$ cat config.mk
export PLATFORM = sky130hd
export DESIGN_NAME = image_download_receiver_core_flat
export DESIGN_NICKNAME = d
export VERILOG_FILES = /design/src/rtl/core/idr_pkg.sv /design/src/rtl/core/idr_evt_if.sv /design/src/rtl/core/idr_res_if.sv /design/src/rtl/core/image_download_receiver_core.sv /design/src/rtl/core/idr_step.sv /design/src/flat_wrapper.sv
export SDC_FILE = /design/constraint.sdc
export NUM_CORES = 1
export LEC_CHECK = 0
export BUFFER_PORTS_ARGS = -buffer_cell sky130_fd_sc_hd__buf_2
export CAP_MARGIN = 20
export CORE_ASPECT_RATIO = 0.8
export CORE_MARGIN = 3
export CORE_UTILIZATION = 53
export CTS_CLUSTER_DIAMETER = 120
export DETAILED_ROUTE_END_ITERATION = 10
export PLACE_DENSITY_LB_ADDON = 0.08
export SKIP_CTS_REPAIR_TIMING = 1
export SYNTH_ARGS = -nofsm -noshare
export SYNTH_HDL_FRONTEND = slang
export SYNTH_SLANG_ARGS = --single-unit
$ cat constraint.sdc
create_clock -name clk -period 3.3 [get_ports clk]
set_clock_uncertainty 0.1 [all_clocks]
set_input_delay 0.165 -clock clk [delete_from_list [all_inputs] [get_ports clk]]
set_output_delay 0.165 -clock clk [all_outputs]
set_load 0.03 [all_outputs]
$ cat src/rtl/core/idr_pkg.sv
`timescale 1ns / 1ps
`default_nettype none

package idr_pkg;

  localparam int OFFSET_BITS = 24;
  localparam int MAX_PAYLOAD = 2047;

  localparam int SEQ_W  = 16;
  localparam int SIZE_W = 11;
  localparam int CNT_W  = 5;
  localparam int STAT_W = 8;

  // Configuration register indexes
  localparam logic REG_HANDSHAKE_RETRY = 1'b0;
  localparam logic REG_DOWNLOAD_RETRY  = 1'b1;
  localparam int   CFG_DATA_W          = CNT_W;

  localparam logic [CNT_W-1:0] HANDSHAKE_RETRY_RESET = CNT_W'(3);
  localparam logic [CNT_W-1:0] DOWNLOAD_RETRY_RESET  = CNT_W'(20);

  // Event kinds
  localparam logic [1:0] FUNC_START   = 2'd0;
  localparam logic [1:0] FUNC_PACKET  = 2'd1;
  localparam logic [1:0] FUNC_TIMEOUT = 2'd2;

  // Packet commands
  localparam logic [2:0] CMD_PING    = 3'd0;
  localparam logic [2:0] CMD_UPGRADE = 3'd1;
  localparam logic [2:0] CMD_START   = 3'd2;
  localparam logic [2:0] CMD_DATA    = 3'd3;
  localparam logic [2:0] CMD_FINISH  = 3'd4;

  // Packet status
  localparam logic [1:0] ST_NONE = 2'd0;
  localparam logic [1:0] ST_ACK  = 2'd1;
  localparam logic [1:0] ST_NAK  = 2'd2;

  localparam logic [STAT_W-1:0] RX_SUCCESS = STAT_W'(1);

  // Download outcome
  localparam logic [1:0] OC_IDLE = 2'd0;
  localparam logic [1:0] OC_BUSY = 2'd1;
  localparam logic [1:0] OC_OK   = 2'd2;
  localparam logic [1:0] OC_FAIL = 2'd3;

  typedef enum logic [2:0] {
    PH_IDLE    = 3'd0,
    PH_PING    = 3'd1,
    PH_UPGRADE = 3'd2,
    PH_DATA    = 3'd3,
    PH_FINISH  = 3'd4
  } phase_t;

  typedef struct packed {
    logic [1:0]        func;
    logic [2:0]        rx_command;
    logic [STAT_W-1:0] rx_status;
    logic [SEQ_W-1:0]  rx_seq;
    logic              rx_end_of_image;
    logic [SIZE_W-1:0] rx_payload_size;
  } event_t;

  typedef struct packed {
    logic                   send_packet;
    logic [2:0]             tx_command;
    logic [1:0]             tx_status;
    logic [SEQ_W-1:0]       tx_seq;
    logic                   write_payload;
    logic [OFFSET_BITS-1:0] write_offset;
    logic [SIZE_W-1:0]      write_length;
    logic [1:0]             outcome;
    logic [OFFSET_BITS-1:0] total_length;
  } result_t;

  typedef struct packed {
    phase_t                 phase;
    logic [SEQ_W-1:0]       expected_seq;
    logic [CNT_W-1:0]       timeout_count;
    logic [OFFSET_BITS-1:0] next_offset;
    logic [OFFSET_BITS-1:0] accepted_total;
    logic [2:0]             last_tx_command;
    logic [1:0]             last_tx_status;
    logic [SEQ_W-1:0]       last_tx_seq;
  } dl_state_t;

  typedef struct packed {
    logic [CNT_W-1:0] handshake_retry_limit;
    logic [CNT_W-1:0] download_retry_limit;
  } limits_t;

endpackage

`default_nettype wire

$ cat src/rtl/core/idr_evt_if.sv
`timescale 1ns / 1ps
`default_nettype none

interface idr_evt_if;
  logic                         valid;
  logic                         ready;
  logic [1:0]                   func;
  logic [2:0]                   rx_command;
  logic [idr_pkg::STAT_W-1:0]   rx_status;
  logic [idr_pkg::SEQ_W-1:0]    rx_seq;
  logic                         rx_end_of_image;
  logic [idr_pkg::SIZE_W-1:0]   rx_payload_size;

  modport source (
    output valid, func, rx_command, rx_status, rx_seq, rx_end_of_image, rx_payload_size,
    input  ready
  );

  modport sink (
    input  valid, func, rx_command, rx_status, rx_seq, rx_end_of_image, rx_payload_size,
    output ready
  );
endinterface

`default_nettype wire

$ cat src/rtl/core/idr_res_if.sv
`timescale 1ns / 1ps
`default_nettype none

interface idr_res_if;
  logic                              valid;
  logic                              ready;
  logic                              send_packet;
  logic [2:0]                        tx_command;
  logic [1:0]                        tx_status;
  logic [idr_pkg::SEQ_W-1:0]         tx_seq;
  logic                              write_payload;
  logic [idr_pkg::OFFSET_BITS-1:0]   write_offset;
  logic [idr_pkg::SIZE_W-1:0]        write_length;
  logic [1:0]                        outcome;
  logic [idr_pkg::OFFSET_BITS-1:0]   total_length;

  modport source (
    output valid, send_packet, tx_command, tx_status, tx_seq, write_payload,
           write_offset, write_length, outcome, total_length,
    input  ready
  );

  modport sink (
    input  valid, send_packet, tx_command, tx_status, tx_seq, write_payload,
           write_offset, write_length, outcome, total_length,
    output ready
  );
endinterface

`default_nettype wire

$ cat src/rtl/core/image_download_receiver_core.sv
`timescale 1ns / 1ps
`default_nettype none

// Image download receiver, device side of the download handshake.
// evt carries one event word per handshake: start, packet received (with the
// decoded header fields) or reply timeout. res returns exactly one result word
// per event: the packet to send, the payload write to perform, the download
// outcome and the running image total.
// Configuration: cfg_write with cfg_index 0 sets the handshake retry limit,
// index 1 the download retry limit; write only while no event is in flight.
// Path: an accepted event word passes from the event register through the step
// logic into the result register.
// Throughput is one event per cycle while res is not stalled; the step logic
// is combinational and the state updates per event, so events follow back to back.
// When res is stalled the result register holds and the event register still
// takes one more word; evt.ready drops only when both are full.
// Reset clears both registers, returns the download to idle with a zero total
// and restores the retry limits to 3 and 20.
module image_download_receiver_core (
  input  wire logic                          clk,
  input  wire logic                          rst,
  idr_evt_if.sink                            evt,
  idr_res_if.source                          res,
  input  wire logic                          cfg_write,
  input  wire logic                          cfg_index,
  input  wire logic [idr_pkg::CFG_DATA_W-1:0] cfg_data
);
  import idr_pkg::*;

  logic      evt_valid;
  event_t    evt_word;
  dl_state_t st;
  dl_state_t st_next;
  limits_t   limits;
  logic      res_valid;
  result_t   res_word;
  result_t   res_calc;
  logic      res_free;
  logic      advance;

  assign res_free  = !res_valid || res.ready;
  assign advance   = evt_valid && res_free;
  assign evt.ready = !evt_valid || res_free;

  // Capture the event word
  always_ff @(posedge clk) begin
    if (rst) begin
      evt_valid <= 1'b0;
    end else if (evt.ready) begin
      evt_valid <= evt.valid;
    end
  end

  always_ff @(posedge clk) begin
    if (evt.ready && evt.valid) begin
      evt_word.func            <= evt.func;
      evt_word.rx_command      <= evt.rx_command;
      evt_word.rx_status       <= evt.rx_status;
      evt_word.rx_seq          <= evt.rx_seq;
      evt_word.rx_end_of_image <= evt.rx_end_of_image;
      evt_word.rx_payload_size <= evt.rx_payload_size;
    end
  end

  // Retry limit registers
  always_ff @(posedge clk) begin
    if (rst) begin
      limits.handshake_retry_limit <= HANDSHAKE_RETRY_RESET;
      limits.download_retry_limit  <= DOWNLOAD_RETRY_RESET;
    end else if (cfg_write) begin
      case (cfg_index)
        REG_HANDSHAKE_RETRY: limits.handshake_retry_limit <= cfg_data;
        REG_DOWNLOAD_RETRY:  limits.download_retry_limit  <= cfg_data;
        default: ;
      endcase
    end
  end

  idr_step u_step (
    .evt     (evt_word),
    .st      (st),
    .limits  (limits),
    .st_next (st_next),
    .res     (res_calc)
  );

  // Advance the download state with each event
  always_ff @(posedge clk) begin
    if (rst) begin
      st.phase           <= PH_IDLE;
      st.expected_seq    <= '0;
      st.timeout_count   <= '0;
      st.next_offset     <= '0;
      st.accepted_total  <= '0;
      st.last_tx_command <= CMD_PING;
      st.last_tx_status  <= ST_NONE;
      st.last_tx_seq     <= '0;
    end else if (advance) begin
      st <= st_next;
    end
  end

  // Hold the result word until taken
  always_ff @(posedge clk) begin
    if (rst) begin
      res_valid <= 1'b0;
    end else if (res_free) begin
      res_valid <= evt_valid;
    end
  end

  always_ff @(posedge clk) begin
    if (advance) begin
      res_word <= res_calc;
    end
  end

  assign res.valid         = res_valid;
  assign res.send_packet   = res_word.send_packet;
  assign res.tx_command    = res_word.tx_command;
  assign res.tx_status     = res_word.tx_status;
  assign res.tx_seq        = res_word.tx_seq;
  assign res.write_payload = res_word.write_payload;
  assign res.write_offset  = res_word.write_offset;
  assign res.write_length  = res_word.write_length;
  assign res.outcome       = res_word.outcome;
  assign res.total_length  = res_word.total_length;

endmodule

`default_nettype wire

$ cat src/rtl/core/idr_step.sv
`timescale 1ns / 1ps
`default_nettype none

// Next download state and result word for one event
module idr_step (
  input  wire idr_pkg::event_t    evt,
  input  wire idr_pkg::dl_state_t st,
  input  wire idr_pkg::limits_t   limits,
  output idr_pkg::dl_state_t st_next,
  output idr_pkg::result_t  res
);
  import idr_pkg::*;

  logic                   start_ev;
  logic                   pkt_ev;
  logic                   tmo_ev;
  logic                   ping_ok;
  logic                   upg_ok;
  logic                   data_good;
  logic [OFFSET_BITS:0]   sum;
  logic                   overflow;
  logic [CNT_W-1:0]       limit_sel;
  logic [CNT_W-1:0]       limit_eff;
  logic [CNT_W:0]         count_inc;
  logic                   retry_fail;
  phase_t                 phase_next;

  // Decode the event against the current phase
  assign start_ev  = (st.phase == PH_IDLE) && (evt.func == FUNC_START);
  assign pkt_ev    = (st.phase != PH_IDLE) && (evt.func == FUNC_PACKET);
  assign tmo_ev    = (st.phase != PH_IDLE) && (evt.func == FUNC_TIMEOUT);
  assign ping_ok   = (evt.rx_command == CMD_PING) && (evt.rx_status == RX_SUCCESS);
  assign upg_ok    = (evt.rx_command == CMD_UPGRADE) && (evt.rx_status == RX_SUCCESS);
  assign data_good = (evt.rx_command == CMD_DATA) && (evt.rx_seq == st.expected_seq) &&
                     ({{(32-SIZE_W){1'b0}}, evt.rx_payload_size} <= 32'(MAX_PAYLOAD));

  // Running total with carry out as the overflow flag
  assign sum      = {1'b0, st.accepted_total} +
                    {{(OFFSET_BITS+1-SIZE_W){1'b0}}, evt.rx_payload_size};
  assign overflow = sum[OFFSET_BITS];

  // Retry limit; zero acts as one
  assign limit_sel  = (st.phase == PH_DATA) ? limits.download_retry_limit
                                            : limits.handshake_retry_limit;
  assign limit_eff  = (limit_sel == '0) ? CNT_W'(1) : limit_sel;
  assign count_inc  = {1'b0, st.timeout_count} + (CNT_W+1)'(1);
  assign retry_fail = count_inc >= {1'b0, limit_eff};

  // Next phase
  always_comb begin
    phase_next = st.phase;
    case (st.phase)
      PH_IDLE: begin
        if (start_ev) phase_next = PH_PING;
      end
      PH_PING: begin
        if (pkt_ev) phase_next = ping_ok ? PH_UPGRADE : PH_IDLE;
        else if (tmo_ev && retry_fail) phase_next = PH_IDLE;
      end
      PH_UPGRADE: begin
        if (pkt_ev) phase_next = upg_ok ? PH_DATA : PH_IDLE;
        else if (tmo_ev && retry_fail) phase_next = PH_IDLE;
      end
      PH_DATA: begin
        if (pkt_ev && data_good) begin
          if (overflow) phase_next = PH_IDLE;
          else if (evt.rx_end_of_image) phase_next = PH_FINISH;
        end else if (tmo_ev && retry_fail) begin
          phase_next = PH_IDLE;
        end
      end
      PH_FINISH: begin
        if (pkt_ev || tmo_ev) phase_next = PH_IDLE;
      end
      default: phase_next = PH_IDLE;
    endcase
  end

  // Result word and the rest of the state
  always_comb begin
    st_next       = st;
    st_next.phase = phase_next;
    res           = '0;
    res.outcome   = (st.phase == PH_IDLE) ? OC_IDLE : OC_BUSY;

    if (start_ev) begin
      st_next.accepted_total  = '0;
      st_next.next_offset     = '0;
      st_next.expected_seq    = '0;
      st_next.timeout_count   = '0;
      st_next.last_tx_command = CMD_PING;
      st_next.last_tx_status  = ST_NONE;
      st_next.last_tx_seq     = '0;
      res.send_packet         = 1'b1;
      res.tx_command          = CMD_PING;
      res.outcome             = OC_BUSY;
    end else if (tmo_ev) begin
      if (st.phase == PH_FINISH || retry_fail) begin
        st_next.timeout_count = '0;
        res.outcome           = OC_FAIL;
      end else begin
        // Resend the last packet
        st_next.timeout_count = count_inc[CNT_W-1:0];
        res.send_packet       = 1'b1;
        res.tx_command        = st.last_tx_command;
        res.tx_status         = st.last_tx_status;
        res.tx_seq            = st.last_tx_seq;
      end
    end else if (pkt_ev) begin
      case (st.phase)
        PH_PING, PH_UPGRADE: begin
          st_next.timeout_count = '0;
          if ((st.phase == PH_PING) ? ping_ok : upg_ok) begin
            st_next.last_tx_command = (st.phase == PH_PING) ? CMD_UPGRADE : CMD_START;
            st_next.last_tx_status  = ST_NONE;
            st_next.last_tx_seq     = '0;
            res.send_packet         = 1'b1;
            res.tx_command          = st_next.last_tx_command;
          end else begin
            res.outcome = OC_FAIL;
          end
        end
        PH_DATA: begin
          st_next.timeout_count = '0;
          if (!data_good) begin
            // Answer NAK, echo the received sequence
            st_next.last_tx_command = CMD_DATA;
            st_next.last_tx_status  = ST_NAK;
            st_next.last_tx_seq     = evt.rx_seq;
            res.send_packet         = 1'b1;
            res.tx_command          = CMD_DATA;
            res.tx_status           = ST_NAK;
            res.tx_seq              = evt.rx_seq;
          end else if (overflow) begin
            res.outcome = OC_FAIL;
          end else begin
            res.write_payload      = 1'b1;
            res.write_offset       = st.next_offset;
            res.write_length       = evt.rx_payload_size;
            st_next.accepted_total = sum[OFFSET_BITS-1:0];
            if (evt.rx_end_of_image) begin
              st_next.expected_seq = '0;
            end else begin
              st_next.expected_seq    = st.expected_seq + SEQ_W'(1);
              st_next.next_offset     = st.next_offset +
                                        {{(OFFSET_BITS-SIZE_W){1'b0}}, evt.rx_payload_size};
              st_next.last_tx_command = CMD_DATA;
              st_next.last_tx_status  = ST_ACK;
              st_next.last_tx_seq     = evt.rx_seq;
              res.send_packet         = 1'b1;
              res.tx_command          = CMD_DATA;
              res.tx_status           = ST_ACK;
              res.tx_seq              = evt.rx_seq;
            end
          end
        end
        PH_FINISH: begin
          st_next.timeout_count = '0;
          res.outcome = (evt.rx_command == CMD_FINISH) ? OC_OK : OC_FAIL;
        end
        default: res.outcome = OC_FAIL;
      endcase
    end

    res.total_length = st_next.accepted_total;
  end

endmodule

`default_nettype wire
$ cat src/flat_wrapper.sv
// flat-port wrapper written by rule: the top's interface ports become plain ports
module image_download_receiver_core_flat import idr_pkg::*;
  (clk, rst, cfg_write, cfg_index, cfg_data, evt_valid, evt_func, evt_rx_command, evt_rx_status, evt_rx_seq, evt_rx_end_of_image, evt_rx_payload_size, evt_ready, res_valid, res_send_packet, res_tx_command, res_tx_status, res_tx_seq, res_write_payload, res_write_offset, res_write_length, res_outcome, res_total_length, res_ready);
  idr_evt_if evt_i ();
  idr_res_if res_i ();
  input  wire logic clk;
  input  wire logic rst;
  input  wire logic cfg_write;
  input  wire logic cfg_index;
  input  wire logic [idr_pkg::CFG_DATA_W-1:0] cfg_data;
  input wire logic [$bits(evt_i.valid)-1:0] evt_valid;
  input wire logic [$bits(evt_i.func)-1:0] evt_func;
  input wire logic [$bits(evt_i.rx_command)-1:0] evt_rx_command;
  input wire logic [$bits(evt_i.rx_status)-1:0] evt_rx_status;
  input wire logic [$bits(evt_i.rx_seq)-1:0] evt_rx_seq;
  input wire logic [$bits(evt_i.rx_end_of_image)-1:0] evt_rx_end_of_image;
  input wire logic [$bits(evt_i.rx_payload_size)-1:0] evt_rx_payload_size;
  output wire logic [$bits(evt_i.ready)-1:0] evt_ready;
  output wire logic [$bits(res_i.valid)-1:0] res_valid;
  output wire logic [$bits(res_i.send_packet)-1:0] res_send_packet;
  output wire logic [$bits(res_i.tx_command)-1:0] res_tx_command;
  output wire logic [$bits(res_i.tx_status)-1:0] res_tx_status;
  output wire logic [$bits(res_i.tx_seq)-1:0] res_tx_seq;
  output wire logic [$bits(res_i.write_payload)-1:0] res_write_payload;
  output wire logic [$bits(res_i.write_offset)-1:0] res_write_offset;
  output wire logic [$bits(res_i.write_length)-1:0] res_write_length;
  output wire logic [$bits(res_i.outcome)-1:0] res_outcome;
  output wire logic [$bits(res_i.total_length)-1:0] res_total_length;
  input wire logic [$bits(res_i.ready)-1:0] res_ready;
  assign evt_i.valid = evt_valid;
  assign evt_i.func = evt_func;
  assign evt_i.rx_command = evt_rx_command;
  assign evt_i.rx_status = evt_rx_status;
  assign evt_i.rx_seq = evt_rx_seq;
  assign evt_i.rx_end_of_image = evt_rx_end_of_image;
  assign evt_i.rx_payload_size = evt_rx_payload_size;
  assign evt_ready = evt_i.ready;
  assign res_valid = res_i.valid;
  assign res_send_packet = res_i.send_packet;
  assign res_tx_command = res_i.tx_command;
  assign res_tx_status = res_i.tx_status;
  assign res_tx_seq = res_i.tx_seq;
  assign res_write_payload = res_i.write_payload;
  assign res_write_offset = res_i.write_offset;
  assign res_write_length = res_i.write_length;
  assign res_outcome = res_i.outcome;
  assign res_total_length = res_i.total_length;
  assign res_i.ready = res_ready;
  image_download_receiver_core u_core (.clk(clk), .rst(rst), .evt(evt_i), .res(res_i), .cfg_write(cfg_write), .cfg_index(cfg_index), .cfg_data(cfg_data));
endmodule
==> reports/metrics.yaml, run 1 <==
status: "finished clean"
slew_headroom_pct: 34.4
cts_tree: "yes"
place_ws_ns: -0.111
ys_async_sr_fraction_pct: 0
p_leak_nw: 5.10
drtIter0Drc: 694
antenna_cells: 0
grt_pass1_wl_um: 39600
start_kind: "flop"
synth_fp_nets: 1128
top_usage_layer: "met1"
grtUsageMet2_pct: 33.2
met3_usage_pct: 3.23
grt_pass1_vias: 7651
finalPower_mw: 6.25
drv_slew: 0
core_area_um2: 19500
rows: 45
post-route-drc-count: 0
fin_crit_sh_pct: 94.8
grt_overflow_total: 0
synth_area_um2: 10800
die_h_um: 134
layout-drive-gt1-share_pct: 20.5
worstSetupPathType: "flop to flop"
cts_root_buf: "clkbuf_16"
power_density_nw_per_um2: 470
setup_tns_ns: 0
start_util_pct: 55.3
synth-edff-count: 124
hp-class: "input pin to flop"
wl_per_cell_um: 17.1
worst_pin_slew_ns: 0.984
hold_viol: 0
clk-insertion-delay-late_ns: 0.52
min_period_ns: 3.13
clockBufferDepth: 3
vias_per_cell: 5.57
antenna_left: 0
synthCells: 1045
ys_seq_area_share_pct: 53.9
antenna_found_initial: 0
cp_max_fo: 6
syn_to_final_growth_pct: 23.5
first_pass_iters: 5
track_usage_pct: 22.1
ys.flop_type: "edfxtp_1"
place_congestion: 0.898
numCtsBuffers: 23
die-area_um2: 22100
routed_wl_um: 26000
ys_warn_count: 0
setup_slack_ns: 0.172
pin_count: 138
setup_viol: 0
end_kind: "flop"
use_met1_pct: 34.4
fmax_mhz: 320
avgSynthCellArea_um2: 10.3
maxCapViolCount: 0
post-dp-hpwl_um: 17600
cts_max_level: 1
ir_worst_vdd_uv: 361
via_count: 8480
fp.dieW_um: 165
yosysUniqueCellTypes: 76
critical_path_required_ns: 3.65
num-nets-final: 1330
grt_max_degree: 56
clk_pin_slew_ns: 0.07
io_buffers: 136
arrival_ns: 3.48
ys_seq_elements: 228
cts_sinks: 228
==> state kept, by name, summed over array words and instances (netlist names) <==
| register | cells |
|---|---|
| u_core.evt_valid | 1 |
| u_core.evt_word | 41 |
| u_core.limits | 10 |
| u_core.res.outcome | 2 |
| u_core.res.send_packet | 1 |
| u_core.res.total_length | 24 |
| u_core.res.tx_command | 2 |
| u_core.res.tx_seq | 16 |
| u_core.res.tx_status | 2 |
| u_core.res.valid | 1 |
| u_core.res.write_length | 11 |
| u_core.res.write_offset | 24 |
| u_core.res.write_payload | 1 |
| u_core.st | 92 |
==> per-stage QoR <==
step                cell area (um2)  instances  utilization, %  hold WS [ns]
floorplan                     10800       1045               -         0.164
global placement              11900       1423            61.0         0.241
detailed placement            11900       1423            61.0         0.243
CTS                           12700       1465            65.0        -0.305
global route                  13300       1522            68.3        0.0780
finish                        13300       1522            68.3        0.0797
==> Yosys cell counts, types with 4 or more instances <==
| cell type | n | area, um2 |
|---|---|---|
| edfxtp_1 | 124 | 3720 |
| nor2_1 | 115 | 432 |
| dfxtp_1 | 104 | 2080 |
| nand2_1 | 99 | 372 |
| a21oi_1 | 71 | 355 |
| nand3_1 | 59 | 295 |
| and3_1 | 45 | 282 |
| o21ai_0 | 41 | 205 |
| xnor2_1 | 40 | 350 |
| clkbuf_1 | 34 | 128 |
| xor2_1 | 33 | 289 |
| ha_1 | 29 | 363 |
| nor3_1 | 21 | 105 |
| mux2i_1 | 17 | 170 |
| a22o_1 | 16 | 140 |
| inv_1 | 15 | 56.3 |
| nand4_1 | 12 | 75.1 |
| or4_1 | 12 | 90.1 |
| a211oi_1 | 10 | 75.1 |
| o21a_1 | 9 | 67.6 |
| buf_2 | 8 | 40.0 |
| or3_1 | 8 | 50.1 |
| a21o_1 | 7 | 52.6 |
| a22oi_1 | 7 | 52.6 |
| nand2b_1 | 7 | 43.8 |
| nor4_1 | 7 | 43.8 |
| and2_1 | 6 | 37.5 |
| buf_4 | 6 | 45.0 |
| nor2b_1 | 5 | 31.3 |
| o21bai_1 | 4 | 30.0 |
| o31ai_1 | 4 | 30.0 |
| or2_2 | 4 | 25.0 |
==> logic make-up after synthesis <==
family / Yosys count / share of synthesized area (%)
flip-flops: 228 / 53.9
XOR/XNOR: 73 / 5.93
AND/OR/NAND/NOR: 423 / 19.7
adder cells (fa/ha/maj): 31 / 3.74
AO/OA/AOI/OAI: 202 / 12.4
buffers and inverters: 70 / 2.75
multiplexers: 17 / 1.58
other: 1 / 0.0348
==> cell type report <==
cell class | instances | area [um2]
clock buffer | 32 | 639
fill | 1516 | 6180
multi-input combinational | 747 | 4770
sequential | 228 | 5810
inverter | 18 | 68.8
clock inverter | 10 | 145
timing repair buffer | 229 | 1550
tap | 258 | 323
==> cell usage in the layout, fill, tap and decap left out, drive strengths merged, types with 25 or more instances in the layout <==
cell type	count
o21ai	45
nand2	101
clkbuf	32
nor2	116
nand3	60
nor3	25
ha	29
a21oi	71
edfxtp	124
and3	45
buf	176
dlygate4sd3	53
xnor2	40
xor2	33
dfxtp	104
==> where the power goes <==
group / internal, mW / total, mW / switching [mW]
combinational: 0.160 / 0.442 / 0.282
clock: 1.60 / 2.69 / 1.09
sequential: 3.07 / 3.12 / 0.0496
total: 4.84 / 6.25 / 1.42
==> worst max-delay path, stage by stage (launching register included) <==
cell and delay (ns):
edfxtp_1 0.42, ha_2 0.21, inv_1 0.08, fa_2 0.23
nor2b_1 0.06, o31a_1 0.32, o211a_4 0.28, o21a_4 0.23
o31ai_4 0.40, nand2_2 0.12, or4_1 0.48, a21oi_1 0.14
==> layer usage <==
metal	vias to the layer above	routed length, um
met5	-	0
met4	0	378
met3	29	1650
met2	259	11500
met1	3992	12500
li1	4200	-
==> path summary, 6_finish.rpt <==
kind	depth (start not counted)	to	slack (ns)	from
min reg2reg	2	u_core.limits[3]$_SDFFE_PP0P_	0.37	u_core.limits[3]$_SDFFE_PP0P_
max	11	u_core.st[87]$_SDFFE_PP0P_	0.17	u_core.evt_word[0]$_DFFE_PP_
max reg2reg	11	u_core.st[87]$_SDFFE_PP0P_	0.17	u_core.evt_word[0]$_DFFE_PP_
min	2	u_core.st[76]$_SDFFE_PP0P_	0.08	rst
Note: power is estimated with default switching activity, not from simulation.
==> run 2, diff against run 1 <==
- CELL_PAD_IN_SITES_DETAIL_PLACEMENT: default -> 1
- CELL_PAD_IN_SITES_GLOBAL_PLACEMENT: default -> 1
- CORE_UTILIZATION: 53 -> 41
- SLEW_MARGIN: default -> 25
==> run 2 against run 1 <==
Highest routed layer unchanged. Utilization is 15 points lower. Total power is 4.4% higher. The flow now finishes with violations (hold timing). Hold slack worse by 0.088 ns. Die area is 28% higher. Critical endpoint unchanged. Largest power group unchanged. Setup slack better by 0.0025 ns. Maximum frequency hardly changed. Sequential share of layout area is 0.81 points lower. Non-clock buffer count is 9 higher. Clock-buffer cell count is 5 lower. Flip-flop and latch count stayed put. Combinational power is 2% higher. First-iteration DRC count is 40% lower.
==> reports/metrics.yaml, run 2 (synthesis results as in run 1) <==
io_buffers: 136  # unchanged
numCtsBuffers: 25  # +8.7%
grt_pass1_vias: 8518  # +11%
grt_overflow_total: 0  # unchanged
ir_worst_vdd_uv: 441  # +22%
fin_crit_sh_pct: 94.7  # about the same
end_kind: "flop"
worstSetupPathType: "flop to flop"
core_area_um2: 25600  # +31%
die-area_um2: 28300  # +28%
post-route-drc-count: 0  # unchanged
clockBufferDepth: 3  # unchanged
setup_tns_ns: 0  # unchanged
top_register: "u_core.st"
wl_per_cell_um: 18.2  # +6.6%
antenna_left: 0  # unchanged
syn_to_final_growth_pct: 25.9
first_pass_iters: 4  # -1
antenna_cells: 0  # unchanged
grt_pass1_wl_um: 46700  # +18%
pin_count: 138  # unchanged
p_leak_nw: 5.20  # +1.8%
max_stage_delay_ns: 0.48  # about the same
clockPowerShare_pct: 45.2  # +2.2 points
num-nets-final: 1341  # +0.83%
cts_root_buf: "clkbuf_16"
reg.largest.list: "u_core.st x92, u_core.evt_word x41"
combinationalPowerShare_pct: 6.9  # -0.2 points
status: "complete, but fails checks"
final.fill_count: 2828  # +87%
instances_no_fill: 1628  # +7.0%
layout-drive-gt1-share_pct: 21.9  # +1.4 points
track_usage_pct: 20.4  # -1.7 points
seq_power_share_pct: 47.8  # -2.1 points
post-dp-hpwl_um: 20800  # +19%
cts_tree: "yes"
hold_viol: 1  # +1
via_count: 8607  # +1.5%
rows: 52  # +16%
start_util_pct: 42.2  # -13 points
vias_per_cell: 5.29  # -5.1%
fin_util_pct: 53.0  # -15 points
critical_path.cell_chain: "ha_2 > inv_1 > fa_2 > nor2b_2 > o31a_1 > o211a_4 > o21a_4 > o31ai_4 > nand2_2 > or4_1 > a21oi_1"
multi_input_area_um2: 4770  # -0.10%
drv_slew: 0  # unchanged
clk-insertion-delay-late_ns: 0.53  # about the same
worst_pin_slew_ns: 0.917  # -0.0677 ns
hp-class: "input pin to flop"
worst_path_max_delay_cell: "or4_1"
critical-path-top-delay-family: "compound AO/OA/AOI/OAI gates"
critical_path_required_ns: 3.67  # +0.02 ns
min_period_ns: 3.13  # -0.00251 ns
cts_max_level: 1  # unchanged
layout_commonest_cell: "buf_2"
power.switching_mw: 1.54  # +8.5%
start_kind: "flop"
fp.dieW_um: 187  # +13%
largest_reg_flops: 92  # unchanged
finalPower_mw: 6.53  # +4.4%
drtIter0Drc: 416  # -40%
antenna_found_initial: 0  # unchanged
routed_wl_um: 29600  # +14%
cts_sinks: 228  # unchanged
fmax_mhz: 320  # about the same
setup_viol: 0  # unchanged
holdWs_ns: -0.00839  # -0.0881 ns
clk_pin_slew_ns: 0.07  # about the same
slew_headroom_pct: 38.9  # +4.5 points
netSwitchingFraction_pct: 23.6  # +0.89 points
maxCapViolCount: 0  # unchanged
grt_max_degree: 46  # -18%
violations: "hold timing"
place_congestion: 0.820  # -8.7%
worst-path-buf-inv: 1  # unchanged
regToRegSetupSlack_ns: 0.17  # about the same
power_density_nw_per_um2: 481  # +2.4%
placedCellCount: 1526  # +7.2%
cp_max_fo: 6  # unchanged
arrival_ns: 3.49  # about the same
seqCellArea_um2: 5810  # about the same
intPower_mw: 4.99  # +3.2%
layout_common_cells: "buf_2, edfxtp_1, nor2_1, dfxtp_1, nand2_1"
setup_slack_ns: 0.175  # +0.00251 ns
rsz0062_at_grt: "yes"
place_ws_ns: -0.0456  # +0.0656 ns
die_h_um: 151  # +13%
==> run 2: tightest hold or removal path: cells and delay by family <==
kind / cells / cell delay [ns]
AO/OA/AOI/OAI: 2 / 0.28
buffers and inverters: 1 / 0.13
==> run 2: final cells by class <==
| class | instances | share of cell area, % |
|---|---|---|
| flip-flops and latches | 228 | 42.8 |
| clock buffers | 27 | 4.82 |
| clock inverters | 19 | 1.61 |
| well taps | 351 | 3.24 |
| repair buffers | 238 | 11.9 |
| multi-input cells | 747 | 35.2 |
| inverters | 18 | 0.507 |
==> run 2: power groups by stage <==
stage | registers (mW) | logic, mW | clock network (mW)
6_report | 3.12 | 0.452 | 2.95
5_1_grt | 3.13 | 0.490 | 3.12
4_1_cts | 3.12 | 0.402 | 3.02
3_5_place_dp | 3.19 | 0.399 | 0
3_3_place_gp | 3.18 | 0.393 | 0
2_1_floorplan | 3.26 | 0.161 | 0
==> run 2: routing by layer <==
| layer | global-route usage (%) | wire [um] | vias up | share of wire, % |
|---|---|---|---|---|
| li1 | - | - | 4216 | - |
| met1 | 28.9 | 14300 | 4205 | 48 |
| met2 | 33.5 | 13600 | 158 | 46 |
| met3 | 3.01 | 1290 | 28 | 4.3 |
| met4 | 4.31 | 483 | 0 | 1.6 |
| met5 | 0 | 0 | - | 0 |
==> run 2: final timing paths <==
path,start,endpoint,depth (start not counted)
setup / recovery,u_core.evt_word[0]$_DFFE_PP_,u_core.st[87]$_SDFFE_PP0P_,11
hold / removal,rst,u_core.st[59]$_SDFFE_PP0P_,3
setup reg to reg,u_core.evt_word[0]$_DFFE_PP_,u_core.st[87]$_SDFFE_PP0P_,11
hold reg to reg,u_core.limits[0]$_SDFFE_PP0P_,u_core.limits[0]$_SDFFE_PP0P_,2
==> run 2: through the flow <==
step	hold slack [ns]	instance area (um2)
2_1_floorplan	0.164	10800
3_3_place_gp	0.241	12100
3_5_place_dp	0.244	12100
4_1_cts	-0.320	12900
5_1_grt	0.0141	13600
6_report	-0.00839	13600
==> run 3, diff against run 2 <==
- CORE_MARGIN: 3 -> 2
==> run 3 against run 2 <==
Hold slack gained 0.24 ns. The flow now finishes without violations. Flip-flop and latch count unchanged. Design area up 0.93%. Non-clock buffer count grew 10. Die area shrank 2.4%. Sequential share of layout area is 0.40 points lower. Sequential power is essentially flat. Highest routed layer unchanged. Setup slack worse by 0.027 ns.
==> reports/metrics.yaml, run 3 (synthesis results as in run 1) <==
slew_headroom_pct: 52.9  # +14 points
worstSetupPathType: "flop to flop"
p_leak_nw: 5.25  # +1.1%
final_area_um2: 13700  # +0.93%
placedCellCount: 1538  # +0.79%
combinationalPowerShare_pct: 7.0  # about the same
setup_slack_ns: 0.148  # -0.0268 ns
place_ws_ns: -0.0268  # +0.0188 ns
fin_crit_sh_pct: 95.5  # +0.81 points
fp.dieW_um: 185  # -1.1%
post-dp-hpwl_um: 21200  # +1.9%
drtIter0Drc: 384  # -7.7%
track_usage_pct: 21.9  # +1.5 points
clockPowerShare_pct: 45.6  # +0.4 points
drv_slew: 0  # unchanged
wl_per_cell_um: 19.0  # +4.3%
dpl_cell_area_um2: 12100  # +0.44%
critical_path_required_ns: 3.68  # about the same
worst_pin_slew_ns: 0.706  # -0.211 ns
antenna_found_initial: 0  # unchanged
cp_max_fo: 4  # -2
first_pass_iters: 5  # +1
clockBufferDepth: 3  # unchanged
intPower_mw: 5.04  # +1.1%
instances_no_fill: 1644  # +0.98%
setup_tns_ns: 0  # unchanged
grt_pass1_wl_um: 47600  # +2.1%
grt_overflow_total: 0  # unchanged
rows: 53  # +1.9%
hold_viol: 0  # -1
numCtsBuffers: 25  # unchanged
final.fill_count: 2878  # +1.8%
rsz0062_at_grt: "yes"
min_period_ns: 3.15  # +0.0268 ns
layout-drive-gt1-share_pct: 22.6  # +0.68 points
reg2reg_from: "u_core.evt_word[0]$_DFFE_PP_"
seqCellArea_um2: 5810  # unchanged
place_congestion: 0.832  # +1.4%
fmax_mhz: 317  # -0.85%
power.switching_mw: 1.55  # +0.83%
core_area_um2: 26100  # +1.9%
grt_pass1_vias: 8643  # +1.5%
start_util_pct: 41.4  # -0.80 points
antenna_cells: 0  # unchanged
pin_count: 138  # unchanged
routed_wl_um: 31200  # +5.3%
layout_common_cells: "buf_2, edfxtp_1, nor2_1, dfxtp_1, nand2_1"
antenna_left: 0  # unchanged
clk_pin_slew_ns: 0.06  # about the same
top_register: "u_core.st"
via_count: 8780  # +2.0%
io_buffers: 136  # unchanged
start_kind: "flop"
setup_viol: 0  # unchanged
cts_max_level: 1  # unchanged
maxCapViolCount: 0  # unchanged
fin_util_pct: 52.5  # -0.52 points
cts_root_buf: "clkbuf_16"
grt_max_degree: 42  # -8.7%
multi_input_area_um2: 4790  # +0.52%
r2r_cells: 13  # +2
die_h_um: 149  # -1.3%
die-area_um2: 27600  # -2.4%
reg.largest.list: "u_core.st x92, u_core.evt_word x41"
clk-insertion-delay-late_ns: 0.55  # +0.02 ns
power_density_nw_per_um2: 482  # +0.12%
largest_reg_flops: 92  # unchanged
netSwitchingFraction_pct: 23.5  # -0.052 points
cts_tree: "yes"
cts_sinks: 228  # unchanged
crit_start: "u_core.evt_word[0]$_DFFE_PP_"
min_from: "evt_rx_payload_size[1]"
hold_path_depth: 2  # -1
seq_power_share_pct: 47.4  # -0.4 points
vias_per_cell: 5.34  # +1.0%
finalPower_mw: 6.60  # +1.0%
ir_worst_vdd_uv: 338  # -23%
holdWs_ns: 0.231  # +0.239 ns
layout_commonest_cell: "buf_2"
hp-class: "input pin to flop"
syn_to_final_growth_pct: 27.0
num-nets-final: 1351  # +0.75%
arrival_ns: 3.53  # +0.04 ns
end_kind: "flop"
post-route-drc-count: 0  # unchanged
status: "finished clean"
-- run 3: layout make-up --
type / instances / share of cell area (%)
Timing Repair Buffer: 248 / 12.3
Inverter: 18 / 0.503
Sequential cell: 228 / 42.4
Clock buffer: 32 / 5.05
Clock inverter: 14 / 1.41
Tap cell: 357 / 3.26
Multi-Input combinational cell: 747 / 35.0
-- run 3: worst paths after layout --
check | to | slack, ns
worst max-delay path | u_core.st[87]$_SDFFE_PP0P_ | 0.15
worst min-delay path | u_core.evt_word[1]$_DFFE_PP_ | 0.23
worst min register to register | u_core.limits[0]$_SDFFE_PP0P_ | 0.36
worst max register to register | u_core.st[87]$_SDFFE_PP0P_ | 0.15
-- run 3: power groups by stage --
stage / registers (mW) / clock network, mW / logic (mW)
4_1_cts: 3.13 / 3.08 / 0.406
5_1_grt: 3.13 / 3.17 / 0.500
6_report: 3.13 / 3.01 / 0.462
2_1_floorplan: 3.26 / 0 / 0.161
3_3_place_gp: 3.19 / 0 / 0.397
3_5_place_dp: 3.19 / 0 / 0.404
-- run 3: critical path, cell delays in order, from the launching register on --
cell      delay, ns
edfxtp_1       0.39
buf_4          0.16
ha_2           0.18
inv_2          0.07
fa_2           0.21
nor2b_1        0.06
o31a_1         0.27
o211a_4        0.28
o21a_4         0.22
buf_4          0.16
o31ai_4        0.28
nand2_2        0.10
or4_1          0.47
a21oi_1        0.14
-- run 3: metal layers --
metal	share of wire [%]	track usage (%)	up-vias	wire, um
met1	50	32.9	4357	15500
met3	3.5	2.61	28	1080
met5	0	0	-	0
met4	1.4	3.81	0	447
met2	46	34.3	158	14200
li1	-	-	4237	-
